File: src/design/leb_pkg.sv
// Package for the LEB128 stream decoder.
// Holds the beat types, status codes and sizing constants.
// Used by leb128_stream_decoder_core; depends on nothing.
package leb_pkg;

  localparam int MAX_BYTES_DEF = 8;
  localparam int COUNT_W       = 4;
  localparam int VALUE_W       = 64;
  localparam int GROUP_W       = 7;
  localparam int LANES_ALL     = 9;
  localparam logic [COUNT_W-1:0] COUNT_SAT = 4'd9;

  localparam logic [1:0] STATUS_OK        = 2'd0;
  localparam logic [1:0] STATUS_OUT_OF_BND = 2'd1;
  localparam logic [1:0] STATUS_TOO_LONG  = 2'd2;

  typedef struct packed {
    logic [7:0] data_byte;
    logic       is_signed;
    logic       last_in_buffer;
  } leb_in_t;

  typedef struct packed {
    logic [VALUE_W-1:0] value;
    logic [1:0]         status;
    logic [COUNT_W-1:0] byte_count;
  } leb_out_t;

endpackage

File: src/design/leb128_stream_decoder_core.sv
// Top level of the LEB128 stream decoder: input register, decode logic and
// output register in one module. Depends on leb_pkg. An accepted byte is
// held in the input register and its result in the output register.
// Throughput: one byte per cycle, set by the shift-or into the accumulator.
// The input register stalls only while a result waits in a stalled output
// register. Synchronous active-low reset clears all but the data fields.
module leb128_stream_decoder_core #(
  parameter int MAX_BYTES = leb_pkg::MAX_BYTES_DEF
) (
  input  logic             clk,
  input  logic             rst_n,
  input  logic             in_valid,
  output logic             in_stall,
  input  leb_pkg::leb_in_t in_data,
  output logic             out_valid,
  input  logic             out_stall,
  output leb_pkg::leb_out_t out_data
);

  localparam int ACC_W = leb_pkg::GROUP_W * MAX_BYTES;

  logic                         s1_valid_r;
  leb_pkg::leb_in_t             s1_data_r;
  logic [ACC_W-1:0]             acc_r, acc_nxt;
  logic [leb_pkg::COUNT_W-1:0]  seen_r, seen_nxt;
  logic                         sgn_r, sgn_nxt;
  logic                         out_valid_r;
  leb_pkg::leb_out_t            out_data_r, res_nxt;

  logic                         first;
  logic                         mode;
  logic                         cont;
  logic                         has_res;
  logic                         adv;
  logic                         fill;
  logic [leb_pkg::COUNT_W-1:0]  total;
  logic [leb_pkg::COUNT_W-1:0]  shown;
  logic [leb_pkg::VALUE_W-1:0]  val;

  always_comb begin
    first   = (seen_r == '0);
    mode    = first ? s1_data_r.is_signed : sgn_r;
    cont    = s1_data_r.data_byte[7];
    acc_nxt = first ? '0 : acc_r;
    for (int k = 0; k < MAX_BYTES; k++) begin
      if (seen_r == leb_pkg::COUNT_W'(k)) begin
        acc_nxt[k*leb_pkg::GROUP_W +: leb_pkg::GROUP_W] = s1_data_r.data_byte[6:0];
      end
    end
    total = seen_r + 4'd1;
    shown = (total > leb_pkg::COUNT_SAT) ? leb_pkg::COUNT_SAT : total;

    fill = mode && s1_data_r.data_byte[6];
    val  = leb_pkg::VALUE_W'(acc_nxt);
    for (int j = 0; j < leb_pkg::LANES_ALL; j++) begin
      if (fill && (leb_pkg::COUNT_W'(j) >= total)) begin
        val[j*leb_pkg::GROUP_W +: leb_pkg::GROUP_W] = '1;
      end
    end
    val[leb_pkg::VALUE_W-1] = val[leb_pkg::VALUE_W-1] | fill;

    has_res            = 1'b1;
    res_nxt.byte_count = shown;
    res_nxt.value      = '0;
    seen_nxt           = '0;
    sgn_nxt            = mode;
    if (cont && !s1_data_r.last_in_buffer) begin
      has_res        = 1'b0;
      res_nxt.status = leb_pkg::STATUS_OK;
      seen_nxt       = shown;
    end else if (cont) begin
      res_nxt.status = leb_pkg::STATUS_OUT_OF_BND;
    end else if (total > leb_pkg::COUNT_W'(MAX_BYTES)) begin
      res_nxt.status = leb_pkg::STATUS_TOO_LONG;
    end else begin
      res_nxt.status = leb_pkg::STATUS_OK;
      res_nxt.value  = val;
    end
  end

  assign adv       = s1_valid_r && (!has_res || !out_valid_r || !out_stall);
  assign in_stall  = s1_valid_r && !adv;
  assign out_valid = out_valid_r;
  assign out_data  = out_data_r;

  always_ff @(posedge clk) begin
    if (!rst_n) begin
      s1_valid_r  <= 1'b0;
      out_valid_r <= 1'b0;
      seen_r      <= '0;
      acc_r       <= '0;
      sgn_r       <= 1'b0;
    end else begin
      if (in_valid && !in_stall) begin
        s1_valid_r <= 1'b1;
        s1_data_r  <= in_data;
      end else if (adv) begin
        s1_valid_r <= 1'b0;
      end
      if (adv) begin
        seen_r <= seen_nxt;
        acc_r  <= acc_nxt;
        sgn_r  <= sgn_nxt;
      end
      if (adv && has_res) begin
        out_valid_r <= 1'b1;
        out_data_r  <= res_nxt;
      end else if (!out_stall) begin
        out_valid_r <= 1'b0;
      end
    end
  end

  a_err_zero: assert property (@(posedge clk) disable iff (!rst_n)
    out_valid_r && (out_data_r.status != leb_pkg::STATUS_OK) |-> out_data_r.value == '0)
    else $error("error beat carries nonzero value");

  a_count_range: assert property (@(posedge clk) disable iff (!rst_n)
    out_valid_r |-> (out_data_r.byte_count != '0) &&
                    (out_data_r.byte_count <= leb_pkg::COUNT_SAT))
    else $error("byte_count out of range");

  a_too_long: assert property (@(posedge clk) disable iff (!rst_n)
    out_valid_r && (out_data_r.status == leb_pkg::STATUS_TOO_LONG)
      |-> (out_data_r.byte_count > leb_pkg::COUNT_W'(MAX_BYTES)) ||
          (out_data_r.byte_count == leb_pkg::COUNT_SAT))
    else $error("too_long reported for a short encoding");

  a_seen_sat: assert property (@(posedge clk) disable iff (!rst_n)
    seen_r <= leb_pkg::COUNT_SAT)
    else $error("byte counter past saturation");

  a_stall_full: assert property (@(posedge clk) disable iff (!rst_n)
    in_stall |-> s1_valid_r && out_valid_r && out_stall)
    else $error("input stalled without a blocked result");

endmodule

File: config.mk
export PLATFORM = sky130hd
export DESIGN_NAME = leb128_stream_decoder_core
export DESIGN_NICKNAME = d
export VERILOG_FILES = /design/src/design/leb_pkg.sv /design/src/design/leb128_stream_decoder_core.sv
export SDC_FILE = /design/constraint.sdc
export NUM_CORES = 1
export LEC_CHECK = 0
export ABC_AREA = 1
export BUFFER_PORTS_ARGS = -buffer_cell sky130_fd_sc_hd__buf_4
export CAP_MARGIN = 30
export CORE_MARGIN = 2
export CORE_UTILIZATION = 57
export DETAILED_ROUTE_END_ITERATION = 10
export GPL_TIMING_DRIVEN = 0
export PLACE_DENSITY = 0.86
export SYNTH_ARGS = -nofsm -noshare
export SYNTH_HDL_FRONTEND = slang
export SYNTH_SLANG_ARGS = --single-unit
File: constraint.sdc
create_clock -name clk -period 5.8 [get_ports clk]
set_input_delay 0.58 -clock clk [delete_from_list [all_inputs] [get_ports clk]]
set_output_delay 0.58 -clock clk [all_outputs]
set_load 0.02 [all_outputs]
==> results of run 1 <==
-- power groups by stage --
stage               sequential, W  combinational [W]  clock, W
floorplan                 0.00111          0.0000967         0
global placement          0.00110           0.000158         0
detailed placement        0.00110           0.000168         0
CTS                       0.00108           0.000171   0.00116
global route              0.00108           0.000190   0.00121
finish                    0.00108           0.000176   0.00116
-- stage by stage --
step,setup WS (ps),cell area [um^2]
2_1_floorplan,1328,6101
3_3_place_gp,186.8,6902
3_5_place_dp,2732,6929
4_1_cts,2912,7562
5_1_grt,3253,7582
6_report,3369,7582
-- worst max-delay path, cell delays in order, from the launching register on --
cell and delay [ps]:
edfxtp_1 460, nand2_1 130, nand2_1 130, nand2_2 140, inv_2 100, buf_4 170, buf_4 200, nand2_1 130
nor2_4 170, buf_12 240, buf_12 220
-- state kept, by name (all words and copies together) (netlist names) --
register / cells
seen_r: 4
acc_r: 56
out_data: 64
out_valid: 1
s1_data_r: 9
cont: 1
sgn_r: 1
s1_valid_r: 1
-- cells in the mapped netlist, drive strengths merged --
| master | number | share of area (%) |
|---|---|---|
| a211oi | 1 | 0.12 |
| a21oi | 85 | 7.6 |
| buf | 33 | 3.5 |
| clkbuf | 11 | 0.68 |
| dfxtp | 63 | 21 |
| edfxtp | 74 | 36 |
| ha | 8 | 1.6 |
| inv | 84 | 5.2 |
| nand2 | 33 | 2.8 |
| nand3 | 54 | 4.7 |
| nand4 | 1 | 0.21 |
| nor2 | 104 | 7.0 |
| o211ai | 1 | 0.12 |
| o21a | 1 | 0.12 |
| o21ai | 112 | 9.2 |
| or2 | 1 | 0.10 |
-- worst min path at each step --
stage	startpoint	to	slack [ps]	cells after the start
2_1_floorplan	sgn_r	sgn_r	460	2
3_3_place_gp	sgn_r	sgn_r	470	2
3_5_place_dp	sgn_r	sgn_r	490	2
4_1_cts	in_data[4]	s1_data_r[4]	210	1
5_1_grt	in_data[8]	s1_data_r[8]	200	1
6_report	in_data[9]	cont	210	1
-- cells by family (layout without fill, tap and decap cells) --
logic type,count (synthesis),count (layout),share of synthesized area [%]
and+or+nand+nor,193,193,14.79
AOI/OAI and AO/OA,200,200,17.15
adders and majority gates,8,8,1.641
buffers and inverters,128,246,9.331
DFF,137,137,57.10
-- layer usage --
| metal | GRT usage [%] | vias to the layer above |
|---|---|---|
| met5 | 0 | - |
| met4 | 13.28 | 0 |
| met3 | 6.901 | 51 |
| met2 | 47.02 | 348 |
| met1 | 34.11 | 2423 |
| li1 | - | 2449 |
-- layout make-up --
cell class,instances,area (um^2)
Buffer,44,254.0
Clock inverter,12,197.7
Fill cell,707,2788
Tap cell,136,170.2
Sequential cell,137,3483
Timing Repair Buffer,86,670.6
Multi-Input combinational cell,401,2056
Inverter,84,315.3
Clock buffer,20,435.4
==> impl_results.md, run 1 <==
- Worst hold path type: in -> reg
- Worst Clk Skew: about 10 ps
- Netlist area before placement: 0.006101 mm^2
- ANT nets after route: 0
- RR Startpoint: cont
- Sequential-to-total area share from yosys stat: 57.10%
- Post-CTS Setup Bufs: 0
- Minimum clock period: approximately 2400 ps
- Most common cell after layout, fill and taps aside: o21ai_0
- TritonCTS Buffers: 17
- Sw Pwr: 0.0005473 W
- Avg Vias per Cell: 5.729
- Setup violations, final: 0
- DR WL met2: approximately 7800 um
- Net Sw Frac: a little under a quarter
- Vias in the first global route: 4972
- Max_slew headroom: 63.51%
- DR WL/cell: 17.19 um
- Max layer used: met4
- Final nets: 793
- IR Drop Worst-Case VDD: 0.0002462 V
- Area Growth Syn to Fin: 24.28%
- Die Y: ~110 um
- CP startpoint: cont
- Worst reg2reg path depth: 10
- Clock power frac: between 40% and 50%
- Cell row count: 37
- CORE AREA: 0.01037 mm^2
- Max cap viols: 0
- Crit path launch type: flop
- Placed Instances: 887
- Final wirelength: 15820 um
- Setup tns final: 0 ps
- Crit path kind: reg -> reg
- Initial core utilization: 58.83%
- # DRC: 0
- Post-CTS Hold Fix Bufs: 0
- Ratio of cells with drive above 1 in the final layout: 23.09%
- Ys Warns: 0
- Worst Max-Slew Pin Slew: 547.4 ps
- Pwr Total: 0.002421 W
- Drt first pass iters: 6
- First-pass GRT wire length: around 24000 um
- Antenna cell count: 0
- Initial antenna violation count: 0
- Status: complete, no violations
- Largest net degree at the start of global routing: 35
- Synth Register Bits: 137
- P_leak: 3.103 nW
- Internal Pwr Total: 0.001873 W
- Post-route core utilization: 73.12%
- Fin cells: between 900 and 1000
- P per Cell Area: 319.2 mW/mm^2
- Most frequent cells in the layout: o21ai_0, nor2_1, buf_4
- Clk_lat worst skew: 550 ps
- Die W: about 110 um
- Global placement routability congestion: 0.8757
- Wl on met1: slightly below 6000 um
- Crit-path max FO: 33
- Sink Count: 137
- Longest Clk Path Bufs: 2
- Comb pwr share: 7.3%
- Arrival time at the worst endpoint: 2670 ps
- Worst EP required: 6040 ps
- I/O Pins: 86
- Total Routing Usage GR: 28.07%
- Smallest hold slack: approximately 210 ps
- Post-Syn Area per Cell: 9.160 um^2
- Final period util: between 40% and 50%
- RR Endpoint: out_data[49]
- Reg2reg setup slack: 3370 ps
- Vias: 5271
- Sequential power share: around 45%
- Die ar.: 0.01155 mm^2
- Remaining Overflow, GRT: 0
- Syn Nets: around 700
- Yosys cell types: 29
- FMAX: 411.3 MHz
- Met3 wire len: 1458 um
- 1st-iter DRT viols: 568
- Final Hold Viols: 0
- Count of input and output buffers: 84
- Setup crit end: out_data[49]
- Final Max Slew Viols: 0
- Cells after synthesis: 666
- HPWL Detailed: 10330 um
- CTS Root Buffer Type: clkbuf_8
- RSZ-0062 raised after global routing: false
- Clk pin slew, worst setup/hold paths: ~60 ps
- Post-CTS Resized: 0
- CTS tree: built
- Worst setup EP type: flop
- Clock H-tree levels: 4
No activity file was read; power rests on OpenSTA's default activity.
==> run 2, diff against run 1 <==
CORE_UTILIZATION = 52   (was 57)
PLACE_DENSITY = 0.83   (was 0.86)
clock period = 2.1 ns   (was 5.8 ns; I/O delays follow)
==> run 2 against run 1 <==
  * Worst setup slack worse by 3300 ps
  * Fmax is 20% higher
  * Register-to-register slack worse by 3300 ps
  * Flip-flop and latch count stayed put
  * Clock skew grew 4.4 ps
  * Critical path depth stayed put
  * Sequential share of layout area fell by 1.4 points
  * Via count down 0.99%
  * Wire length grew 2.4%
==> impl_results.md, run 2 (same netlist as run 1, synthesis figures left out) <==
- I/O Pins: 86
- Final Hold Viols: 0
- Remaining Overflow, GRT: 0
- Crit path kind: reg -> reg
- ANT nets after route: 0
- Worst EP required: 2230 ps
- RR Endpoint: out_data[52]
- 1st-iter DRT viols: 360
- Final period util: 96.30%
- Vias: 5219
- Crit-path max FO: 19
- Initial antenna violation count: 0
- Status: complete, no violations
- Total Routing Usage GR: 25.95%
- Vias in the first global route: 5143
- CORE AREA: about 0.011 mm^2
- Ratio of cells with drive above 1 in the final layout: 24.38%
- Most common cell after layout, fill and taps aside: o21ai_0
- Worst Max-Slew Pin Slew: 718.3 ps
- Met2 usage in global routing: 42.97%
- Cell row count: 39
- Drt first pass iters: 5
- Die ar.: between 0.01 and 0.015 mm^2
- Post-route core utilization: 68.66%
- Placed Instances: slightly below 900
- P_leak: between 3 and 4 nW
- Worst path slowest cell: edfxtp_1
- Clk_lat worst skew: 430 ps
- IR Drop Worst-Case VDD: 0.0004477 V
- Worst setup EP type: flop
- Fin area: 0.007840 mm^2
- First-pass GRT wire length: ~25000 um
- GRT Max-Usage Layer: met2
- FMAX: 494.5 MHz
- RR Startpoint: s1_data_r[0]
- Die Y: 112.3 um
- Area Growth Syn to Fin: 28.51%
- Count of input and output buffers: 84
- Met1 GRT Util: 32.61%
- Clk pin slew, worst setup/hold paths: 60 ps
- Final Max Slew Viols: 0
- Slowest cell delay on critical path: 390 ps
- Arrival time at the worst endpoint: 2160 ps
- Met3 GRT Util: around 4.8%
- Crit path launch type: flop
- CTS Root Buffer Type: clkbuf_16
- Die W: 112.3 um
- Longest Clk Path Bufs: 2
- Global placement routability congestion: 0.8931
- Critical path buffers and inverters: 5
- Largest net degree at the start of global routing: 38
- Most frequent cells in the layout: o21ai_0, nor2_1, buf_4
- Reg2reg setup slack: 80 ps
- Clock H-tree levels: 4
- Final wirelength: 16200 um
- HPWL Detailed: 10540 um
- Sink Count: 137
- P per Cell Area: 852.0 mW/mm^2
- Hold EP: s1_valid_r
- Largest register FFs: between 60 and 70
- Pwr Total: 0.006680 W
- Hold path start: in_valid
- # DRC: 0
- Initial core utilization: 53.43%
- Avg Vias per Cell: 5.534
- DP Area: 0.006958 mm^2
- DR WL/cell: approximately 17 um
- Setup violations, final: 0
- Hold depth: 2
- Fin cells: 943
- Worst hold path type: in -> reg
- Critical path's top delay family: buffers and inverters
- TritonCTS Buffers: 17
- Worst reg2reg path depth: 10
- Crit-path cells: inv_1 -> nand2_2 -> nand2_2 -> nand2_4 -> inv_2 -> buf_8 -> nand2_4 -> nor2_4 -> buf_4 -> buf_12
- Final nets: 809
- Worst Clk Skew: 14.42 ps
- Max cap viols: 0
- CTS tree: built
- FILL cells: 856
- Antenna cell count: 0
- Max_slew headroom: 52.11%
- Minimum clock period: 2022 ps
==> run 2: changes by cell type in the layout (fill, tap and decap cells not counted), sizes merged <==
cell and delta:
bufinv -3, nor2 +1, clkbuf +7, buf +1
dlygate4sd3 +10
==> run 2: final cells by class <==
class	count	area [um^2]	share of cell area, %
well taps	143	178.9	2.282
multi-input cells	402	2087	26.62
clock buffers	23	531.8	6.783
flip-flops and latches	137	3488	44.49
plain buffers	43	264.0	3.367
clock inverters	9	107.6	1.372
repair buffers	102	867.1	11.06
inverters	84	315.3	4.022
==> run 2: how the worst max path moves through the flow <==
| stage | start | endpoint | slack [ps] | cells past startpoint |
|---|---|---|---|---|
| 2_1_floorplan | s1_data_r[0] | out_data[0] | -320 | 9 |
| 4_1_cts | cont | out_data[55] | 20 | 8 |
| 3_3_place_gp | cont | out_data[50] | -820 | 8 |
| 5_1_grt | s1_data_r[0] | out_data[52] | -7 | 10 |
| 6_report | s1_data_r[0] | out_data[52] | 80 | 10 |
| 3_5_place_dp | cont | out_data[52] | -520 | 9 |
==> run 2: layer usage <==
metal	wire length, um	vias up	part of all wire, %
met2	7993	249	49
met3	1281	48	7.9
met5	0	-	0
li1	-	2479	-
met4	506	0	3.1
met1	6422	2443	40
==> run 2: power by group <==
part | leakage [nW] | switching [W] | internal [W]
clock network | 0.311 | 0.00115 | 0.00202
registers | 1.22 | 0.0000501 | 0.00294
logic | 1.68 | 0.000334 | 0.000188
==> run 2: repair_timing <==
item	4_1_cts	5_1_grt
hold buffers	10	0
resized for setup	4	8
buffers inserted	1	4
hold endpoints to repair	10	0
endpoints found under the setup margin	122	122
cloned	1	2
pin swaps	1	2
==> run 2: per-stage QoR <==
stage / worst slack (ps) / hold WS (ps) / setup TNS (ps)
after floorplan: -318.7 / 308.9 / -20400
after global placement: -820.3 / 388.3 / -57420
after detailed placement: -518.0 / 389.5 / -31100
after CTS: 22.57 / 22.45 / 0
after global routing: -6.825 / 29.08 / -49.96
final: 77.78 / 21.27 / 0
==> run 3, diff against run 2 <==
RECOVER_POWER = 50   (was unset)
==> run 3 against run 2 <==
  * Total power decreased by 0.46%
  * Flip-flop and latch count unchanged
  * Non-clock buffer count unchanged
  * Wire length increased by 1.0%
  * Combinational power decreased by 4.6%
  * Sequential power about the same
  * Hold slack improved by 0.85 ps
  * Fmax about the same
  * Clock power about the same
  * Global-route usage unchanged
  * Critical path depth unchanged
  * Critical endpoint unchanged
  * Largest cell class unchanged
==> impl_results.md, run 3 (same netlist as run 1, synthesis figures left out) <==
- Die W: ~110 um
- Die ar.: 0.01261 mm^2
- Setup violations, final: 0
- 1st-iter DRT viols: between 300 and 400
- Hold path start: in_valid
- Count of input and output buffers: 84
- TritonCTS Buffers: 17
- Most common cell after layout, fill and taps aside: o21ai_0
- CTS Root Buffer Type: clkbuf_16
- Vias: about 5300
- Crit-path max FO: 19
- Cell row count: 39
- Clk pin slew, worst setup/hold paths: 60 ps
- Drt first pass iters: 6
- Longest Clk Path Bufs: 2
- RR Endpoint: out_data[52]
- Fin cells: 943
- Status: complete, no violations
- Multi-input combinational cell area: 0.002082 mm^2
- Arrival time at the worst endpoint: 2160 ps
- DR WL/cell: around 17 um
- Smallest hold slack: ~22 ps
- I/O Pins: 86
- Worst Clk Skew: 13.50 ps
- Placed Instances: 894
- HPWL Detailed: 10540 um
- Worst EP required: 2230 ps
- Reg2reg setup slack: just under 80 ps
- Clk_lat worst skew: 430 ps
- Global placement routability congestion: 0.8931
- Remaining Overflow, GRT: 0
- FILL cells: 924
- Final period util: 96.23%
- Vias in the first global route: about 5100
- Crit path kind: reg -> reg
- Total Routing Usage GR: 25.95%
- Clock H-tree levels: 4
- Area Growth Syn to Fin: 24.04%
- Pwr Total: 0.006649 W
- Final nets: 809
- Max_slew headroom: 50.57%
- Final wirelength: between 15000 and 20000 um
- Largest net degree at the start of global routing: 38
- Worst hold path type: in -> reg
- Die Y: 112.3 um
- Avg Vias per Cell: about 5.6
- CORE AREA: 0.01142 mm^2
- Max cap viols: 0
- Crit path launch type: flop
- P_leak: 2.947 nW
- Hold EP: s1_valid_r
- Largest register FFs: 64
- Most frequent cells in the layout: o21ai_0, nor2_1, inv_1
- Seq. cell area: 0.003488 mm^2
- IR Drop Worst-Case VDD: 0.0004454 V
- Initial antenna violation count: 0
- FMAX: around 490 MHz
- ANT nets after route: 0
- Worst setup EP type: flop
- CTS tree: built
- Sink Count: ~140
- Final Max Slew Viols: 0
- RR Startpoint: s1_data_r[0]
- # DRC: 0
- Initial core utilization: 53.43%
- Antenna cell count: 0
- Minimum clock period: 2021 ps
- Final Hold Viols: 0
- Worst Max-Slew Pin Slew: 741.5 ps
- Hold depth: 2
- Ratio of cells with drive above 1 in the final layout: roughly 16%
- P per Cell Area: around 900 mW/mm^2
- Worst reg2reg path depth: 10
- First-pass GRT wire length: 25450 um
## run 3: cell count changes in the layout (fill, tap and decap cells not counted)
cell,previous run,this run
buf_2,15,14
buf_12,3,2
clkbuf_2,1,2
clkbuf_4,2,18
buf_4,93,10
clkbuf_1,11,79
nand2_1,19,21
o21ai_0,106,107
o21ai_1,6,5
nand2_2,8,6
## run 3: where the power goes
part / internal (W) / total, W / switching, W
registers: 0.00294 / 0.00298 / 0.0000498
clock network: 0.00202 / 0.00317 / 0.00115
logic: 0.000161 / 0.000497 / 0.000336
## run 3: metal layers
| metal | wire length [um] | global-route usage [%] |
|---|---|---|
| met1 | 6445 | 32.61 |
| met2 | 8032 | 42.97 |
| met3 | 1379 | 4.806 |
| met4 | 507 | 13.50 |
| met5 | 0 | 0 |
## run 3: how the worst max path moves through the flow
stage | to | start | cells after the start
detailed placement | out_data[52] | cont | 9
finish | out_data[52] | s1_data_r[0] | 10
global route | out_data[52] | s1_data_r[0] | 10
global placement | out_data[50] | cont | 8
CTS | out_data[55] | cont | 8
floorplan | out_data[0] | s1_data_r[0] | 9
## run 3: what timing repair did
action | CTS | global route
hold buffers | 10 | 0
cloned | 1 | 2
endpoints found under the setup margin | 122 | 122
endpoints found under the hold margin | 10 | 0
gates resized for setup | 4 | 8
pin swaps | 1 | 2
buffers inserted | 1 | 4
## run 3: cell type report
class                   count  area share, %
flip-flops and latches    137          46.10
multi-input cells         402          27.51
repair buffers            102          7.937
clock buffers              23          7.027
inverters                  84          4.167
plain buffers              43          3.472
well taps                 143          2.364
clock inverters             9          1.422
## run 3: worst max-delay path, stage by stage, from the launching register on
cell	delay (ps)
edfxtp_1	390
inv_1	80
nand2_2	90
nand2_2	120
nand2_4	110
inv_2	100
buf_8	180
nand2_4	110
nor2_4	220
buf_4	170
buf_12	130
## run 3: stage by stage
stage | area (um^2) | worst slack (ps) | utilization [%] | setup TNS [ps]
floorplan | 6128 | -318.7 | - | -20400
global placement | 6938 | -820.3 | 60.76 | -57420
detailed placement | 6958 | -518.0 | 60.94 | -31100
CTS | 7720 | 22.57 | 67.61 | 0
global route | 7567 | -7.564 | 66.27 | -57.35
finish | 7567 | 79.23 | 66.27 | 0
